===== config.mk =====
export PLATFORM = sky130hd
export DESIGN_NAME = mse_exec
export DESIGN_NICKNAME = d
export VERILOG_FILES = /design/src/design/mse_pkg.sv /design/src/design/mse_exec.sv
export SDC_FILE = /design/constraint.sdc
export NUM_CORES = 1
export LEC_CHECK = 0
export BUFFER_PORTS_ARGS = -buffer_cell sky130_fd_sc_hd__buf_2
export CAP_MARGIN = 20
export CORE_MARGIN = 3
export CORE_UTILIZATION = 52
export DETAILED_ROUTE_END_ITERATION = 10
export PLACE_DENSITY = 0.87
export SLEW_MARGIN = 20
export SYNTH_ARGS = -nofsm -noshare
export SYNTH_HDL_FRONTEND = slang
export SYNTH_SLANG_ARGS = --single-unit

===== constraint.sdc =====
create_clock -name vclk -period 5.5
set_clock_uncertainty 0.05 [all_clocks]
set_input_delay 0.825 -clock vclk [all_inputs]
set_output_delay 0.825 -clock vclk [all_outputs]
set_load 0.005 [all_outputs]

===== src/design/mse_pkg.sv =====
// ----------------------------------------------------------------------------
// mse_pkg
// Shared types, item kind codes, opcodes and sizes of the MIPS subset executor.
// ----------------------------------------------------------------------------
`default_nettype none

package mse_pkg;

  localparam int unsigned MEM_WORDS = 256;
  localparam int unsigned MEM_AW = $clog2(MEM_WORDS);
  localparam logic [31:0] MEM_LIMIT = 32'(MEM_WORDS);

  localparam int unsigned REG_COUNT = 32;
  localparam int unsigned REG_AW = $clog2(REG_COUNT);

  typedef logic [MEM_AW-1:0] mem_addr_t;
  typedef logic [REG_AW-1:0] reg_addr_t;

  localparam logic [2:0] KIND_EXEC   = 3'd0;
  localparam logic [2:0] KIND_WR_REG = 3'd1;
  localparam logic [2:0] KIND_WR_MEM = 3'd2;
  localparam logic [2:0] KIND_RD_REG = 3'd3;
  localparam logic [2:0] KIND_RD_MEM = 3'd4;

  localparam logic [5:0] OP_RTYPE = 6'h00;
  localparam logic [5:0] OP_ADDI  = 6'h08;
  localparam logic [5:0] OP_BEQ   = 6'h04;
  localparam logic [5:0] OP_BNE   = 6'h05;
  localparam logic [5:0] OP_LW    = 6'h23;
  localparam logic [5:0] OP_SW    = 6'h2B;

  localparam logic [5:0] FN_ADD = 6'h20;
  localparam logic [5:0] FN_SUB = 6'h22;
  localparam logic [5:0] FN_SLT = 6'h2A;

  typedef struct packed {
    logic        rf_we;
    reg_addr_t   rf_waddr;
    logic [31:0] rf_wdata;
    logic        rf_from_mem;
    logic        mem_we;
    logic        mem_rd_out;
    mem_addr_t   mem_addr;
    logic [31:0] mem_wdata;
    logic [31:0] rv;
    logic        taken;
    logic [15:0] off;
    logic        haz;
    logic        fault;
    logic        dest_upd;
    reg_addr_t   dest_reg;
    logic        dest_valid;
  } exec_res_t;

endpackage

`default_nettype wire


===== src/design/mse_exec.sv =====
// ----------------------------------------------------------------------------
// mse_exec
// Decodes one item and computes its effects from the resolved source operands.
// ----------------------------------------------------------------------------
`default_nettype none

module mse_exec (
  input  wire logic [2:0]            kind,
  input  wire logic [31:0]           iw,
  input  wire logic [7:0]            idx,
  input  wire logic [31:0]           wv,
  input  wire logic [31:0]           op_a,
  input  wire logic [31:0]           op_b,
  input  wire mse_pkg::reg_addr_t    last_dest_reg,
  input  wire logic                  last_dest_valid,
  output mse_pkg::exec_res_t         res
);

  logic [5:0]  op;
  logic [5:0]  fn;
  logic [4:0]  rs;
  logic [4:0]  rt;
  logic [4:0]  rd;
  logic [15:0] imm16;
  logic [31:0] imm;
  logic [31:0] sum;
  logic        use_rs;
  logic        use_rt;
  logic        addr_bad;
  logic        idx_reg_ok;
  logic        idx_mem_ok;

  assign op     = iw[31:26];
  assign rs     = iw[25:21];
  assign rt     = iw[20:16];
  assign rd     = iw[15:11];
  assign fn     = iw[5:0];
  assign imm16  = iw[15:0];
  assign imm    = {{16{imm16[15]}}, imm16};
  assign sum    = op_a + imm;
  assign use_rs = last_dest_valid && (rs == last_dest_reg);
  assign use_rt = last_dest_valid && (rt == last_dest_reg);

  assign addr_bad   = sum[31] || ({2'b00, sum[31:2]} >= mse_pkg::MEM_LIMIT);
  assign idx_reg_ok = (idx[7:5] == 3'b000);
  assign idx_mem_ok = ({24'd0, idx} < mse_pkg::MEM_LIMIT);

  always_comb begin
    res = '0;
    res.mem_addr = mse_pkg::mem_addr_t'(sum[31:2]);
    case (kind)
      mse_pkg::KIND_EXEC: begin
        res.dest_upd = 1'b1;
        case (op)
          mse_pkg::OP_RTYPE: begin
            if (fn inside {mse_pkg::FN_ADD, mse_pkg::FN_SUB, mse_pkg::FN_SLT}) begin
              res.haz = use_rs || use_rt;
              res.rf_we = (rd != 5'd0);
              res.rf_waddr = rd;
              if (fn == mse_pkg::FN_ADD) begin
                res.rf_wdata = op_a + op_b;
              end else if (fn == mse_pkg::FN_SUB) begin
                res.rf_wdata = op_a - op_b;
              end else begin
                res.rf_wdata = {31'd0, $signed(op_a) < $signed(op_b)};
              end
              res.dest_reg = rd;
              res.dest_valid = (rd != 5'd0);
            end
          end
          mse_pkg::OP_ADDI: begin
            res.haz = use_rs;
            res.rf_we = (rt != 5'd0);
            res.rf_waddr = rt;
            res.rf_wdata = sum;
            res.dest_reg = rt;
            res.dest_valid = (rt != 5'd0);
          end
          mse_pkg::OP_LW: begin
            res.haz = use_rs;
            res.fault = addr_bad;
            if (!addr_bad) begin
              res.rf_we = (rt != 5'd0);
              res.rf_waddr = rt;
              res.rf_from_mem = 1'b1;
              res.dest_reg = rt;
              res.dest_valid = (rt != 5'd0);
            end
          end
          mse_pkg::OP_SW: begin
            res.haz = use_rs || use_rt;
            res.fault = addr_bad;
            res.mem_we = !addr_bad;
            res.mem_wdata = op_b;
          end
          mse_pkg::OP_BEQ, mse_pkg::OP_BNE: begin
            res.haz = use_rs || use_rt;
            if ((op == mse_pkg::OP_BEQ) == (op_a == op_b)) begin
              res.taken = 1'b1;
              res.off = imm16;
            end
          end
          default: begin
            res.haz = 1'b0;
          end
        endcase
      end
      mse_pkg::KIND_WR_REG: begin
        res.rf_we = idx_reg_ok && (idx[4:0] != 5'd0);
        res.rf_waddr = idx[4:0];
        res.rf_wdata = wv;
      end
      mse_pkg::KIND_WR_MEM: begin
        res.mem_addr = mse_pkg::mem_addr_t'({24'd0, idx});
        res.mem_we = idx_mem_ok;
        res.mem_wdata = wv;
        res.fault = !idx_mem_ok;
      end
      mse_pkg::KIND_RD_REG: begin
        res.rv = idx_reg_ok ? op_a : 32'd0;
      end
      mse_pkg::KIND_RD_MEM: begin
        res.mem_addr = mse_pkg::mem_addr_t'({24'd0, idx});
        res.mem_rd_out = idx_mem_ok;
        res.fault = !idx_mem_ok;
      end
      default: begin
        res.fault = 1'b0;
      end
    endcase
  end

endmodule

`default_nettype wire


Word level (Yosys, flattened, before mapping) --
Index checks and enable logic that the tools add are counted.
Storage, ports and cells: register bits 0, latch bits 0, bits in writable memories 0, memory bits (read-only) 0, bits of input ports 145, output and inout bits 139, word-level logic and storage cells 68, memories 0
Operators by class: $add $sub $neg 3, multiply operators 0, divide/modulo/power cells 0, magnitude comparators 2, equal/unequal tests 16, shift operators 0, multiplexer cells 29, bitwise operators 0, reduce and logical (&&, ||, !) cells 18
Operators by type and width (count):
- $mux 32 | 5
- $pmux 32 s2 | 2
- $pmux 38 s2 | 1
- $add 32x32->32 | 2
- $mux 38 | 1
- $pmux 6 s3 | 2
- $mux 17 | 2
- $eq 32x32->1 | 1
- $lt 32x32->1 | 1
- $sub 32x32->32 | 1
- $eq 6x6->1 const B | 5
- $ge 30x9->1 const B | 1
- $mux 18 | 1
- $mux 6 | 3
- $reduce_bool 5->1 | 3
- $eq 6x3->1 const B | 2
- $eq 5x5->1 | 2
- $mux 1 | 8
- $mux 8 | 1
- $reduce_or 2->1 | 4
- $mux 7 | 1
- $eq 3x2->1 const B | 2
- $eq 6x4->1 const B | 1
- $logic_not 3->1 | 2
- other kinds (11) | 14

Longest topological paths before layout --
word-level depth 6, mapped depth 15, gate-level depth less buffers 15

Least setup slack after synthesis --
No wires, ideal clock.
path kind in2out, start point in iw[0], end point out res[99] in the netlist's numbering, arrival 4305 ps, required time 4625 ps, slack 320 ps, stages on the path 14, path buffers 0, path through ha_1 > fa_1 > a21o_1 > a221o_1 > a211oi_4 > o21ai_2 > a21boi_2 > xnor2_1 > or4_4 > nor4_2 > nand4b_1 > or3b_4 > nor4_2 > o21a_1
RTL lines:
- from (decl) | RTL line mse_exec.sv:9 | input wire logic [31:0] iw,
- to (decl) | RTL line mse_exec.sv:16 | output mse_pkg::exec_res_t res

==> results.sh <==
export IMPL_outcome="completed"
export IMPL_yosysTopAreaCell="ha_1"
export IMPL_synth_cells=1031
export IMPL_synth_compound_area_share_pct=38.8
export IMPL_drtIter0Drc=1075
export IMPL_ant_nets=0
export IMPL_ys_warn_count=0
export IMPL_yosys_area_share_simple_pct=25.0
export IMPL_grt_antenna_before_repair=0
export IMPL_rsz0062_at_grt="yes"
export IMPL_grt_pass1_vias=8806
export IMPL_synth_most_common_cell="ha_1"
export IMPL_crit_start="op_a[0]"
export IMPL_synthXorXnorAreaFrac_pct=8.86
export IMPL_max_vdd_ir_drop_uv=53.4
export IMPL_p_sw_uw=531
export IMPL_start_util_pct=53.6
export IMPL_synth_seq_area_share_pct=0
export IMPL_max_cap_violations=0
export IMPL_powerDensity_nw_per_um2=103
export IMPL_power_frac_comb_pct=100.0
export IMPL_cp_required_ns=4.62
export IMPL_fmax_mhz=184
export IMPL_crit_fanout=6
export IMPL_post_route_period_util_pct=98.8
export IMPL_multi_input_area_um2=6490
export IMPL_pin_count=284
export IMPL_finalMaxSlewViolations=0
export IMPL_seqPwrFrac_pct=0
export IMPL_routed_wl_mm=30.6
export IMPL_min_period_ns=5.43
export IMPL_antenna_cells=0
export IMPL_hold_buffers=0
export IMPL_nClkBuffers=0
export IMPL_synth_top_family_by_area="compound AO/OA/AOI/OAI gates"
export IMPL_drcViolationCount=0
export IMPL_synthDominantCellAreaShare_pct=17.2
export IMPL_setup_viol=0
export IMPL_holdPathEnd="res[78]"
export IMPL_port_buffers=284
export IMPL_finalWeightedCongestion=0.997
export IMPL_nNetsFinal=1574
export IMPL_switching_share_pct=57.8
export IMPL_slew_headroom_pct=48.2
export IMPL_cp_end_kind="primary output"
export IMPL_area_delta_synth_final_pct=31.3
export IMPL_drt_first_pass_iters=6
export IMPL_syn_nets=1273
export IMPL_worstSetupPathType="input port to primary output"
export IMPL_grt_pass1_wl_mm=46.4
export IMPL_critPathArrivalTime_ns=4.56
export IMPL_viasPerCell=6.34
export IMPL_syn_area_um2=6820
export IMPL_coreArea_um2=12700
export IMPL_nFillCells=1200
export IMPL_die_area_um2=14500
export IMPL_hold_start="wv[20]"
export IMPL_hold_viol=0
export IMPL_vias=9527
export IMPL_hold_depth=3
export IMPL_leakagePower_nw=4.52
export IMPL_grt_overflow_total=0
export IMPL_synth_adder_area_share_pct=18.1
export IMPL_synth_avg_cell_area_um2=6.62
export IMPL_wl_per_cell_um=20.3
export IMPL_synth_mux_area_share_pct=2.22
export IMPL_grt_total_usage_pct=39.2
export IMPL_yosys_top_cells_area="ha_1, a21oi_1, xnor2_1, nor2_1, and2_1"
export IMPL_worst_pin_slew_ns=0.772
export IMPL_power_uw=919
export IMPL_rows=41
export IMPL_nFlopsAndLatches=0
export IMPL_grt_max_degree=44
export IMPL_ff_latch_area_um2=0
export IMPL_min_path_type="input port to primary output"
export IMPL_layout_drive_gt1_share_pct=30.0
export IMPL_p_clk_share_pct=0
export IMPL_worst_setup_path_start_kind="input port"
export IMPL_internal_power_uw=387
export IMPL_die_h_um=121
export IMPL_hpwl_mm=24.9
export IMPL_synth_distinct_cells=78
export IMPL_tns_ns=0
export IMPL_yosys_top_cells_count="ha_1, a21oi_1, nor2_1, inv_1, nand2_1"
export IMPL_die_w_um=121
-- metal layers --
layer | routed length, um | track usage [%] | vias to the layer above
met5 | 0 | 0 | -
met4 | 1110 | 10.8 | 0
met3 | 3300 | 4.21 | 96
met2 | 14100 | 66.4 | 635
met1 | 12000 | 52.8 | 4405
li1 | - | - | 4391
-- cells in the final DEF (no fill, tap or decap), types with 10 or more instances in the layout --
cell type  count
a211oi_1      10
a21o_1        29
a21oi_1       91
a22o_1        35
a22oi_1       21
a31oi_1       12
and2_1        53
buf_2        282
buf_4         65
ha_1          93
inv_1         74
nand2_1       73
nand2b_1      10
nand3_1       21
nand4_1       10
nor2_1        89
nor2b_1       16
nor3_1        21
o211ai_1      10
o21ai_0       60
o21ai_1       18
xnor2_1       48
xor2_1        21
-- power groups by stage --
stage	clock network [mW]	logic [mW]	registers, mW
4_1_cts	0	0.873	0
3_5_place_dp	0	0.849	0
6_report	0	0.919	0
3_3_place_gp	0	0.841	0
2_1_floorplan	0	0.528	0
5_1_grt	0	0.988	0
-- cell families after synthesis --
logic type | Yosys count
compound gates | 386
simple gates | 337
mux | 14
buf+inv | 128
fa+ha+maj | 97
xor+xnor | 69
-- worst max-delay path, stage by stage --
cell	delay, ns
buf_8	0.10
ha_4	0.16
fa_2	0.34
a21o_1	0.19
a221o_1	0.37
a211oi_4	0.23
buf_6	0.17
o2111ai_4	0.16
a31oi_4	0.24
xor2_1	0.21
o211ai_1	0.13
nor4_2	0.26
nand4b_1	0.23
buf_4	0.22
o31ai_4	0.22
buf_12	0.16
a22oi_2	0.05
o21ai_1	0.14
buf_2	0.13
-- worst max-delay path by stage --
stage          cells past startpoint  slack (ns)       end
3_5_place_dp                      16       -0.32   res[99]
4_1_cts                           17       -0.11   res[99]
3_3_place_gp                      16       -0.20   res[99]
5_1_grt                           19       -0.09  res[138]
2_1_floorplan                     14        0.32   res[99]
6_report                          19        0.07  res[137]
-- through the flow --
stage | cells | utilization, % | setup slack (ns) | hold slack (ns) | area, um2
floorplan | 1031 | - | 0.320 | 1.64 | 6820
global placement | 1490 | 68.4 | -0.198 | 1.89 | 8710
detailed placement | 1490 | 68.4 | -0.316 | 1.90 | 8710
CTS | 1495 | 69.3 | -0.107 | 1.90 | 8820
global route | 1502 | 70.4 | -0.0942 | 1.91 | 8950
finish | 1502 | 70.4 | 0.0671 | 1.89 | 8950
-- what timing repair did --
action | in CTS | in global routing
buffers inserted | 5 | 7
pin swaps | 12 | 15
endpoints found under the setup margin | 15 | 21
gates resized for setup | 12 | 19
-- final cells by class --
cell class | instances | share of cell area (%)
tap | 172 | 2.40
inverter | 75 | 3.14
timing repair buffer | 352 | 22.0
multi-input combinational | 903 | 72.5
Note: power is estimated with default switching activity, not from simulation.
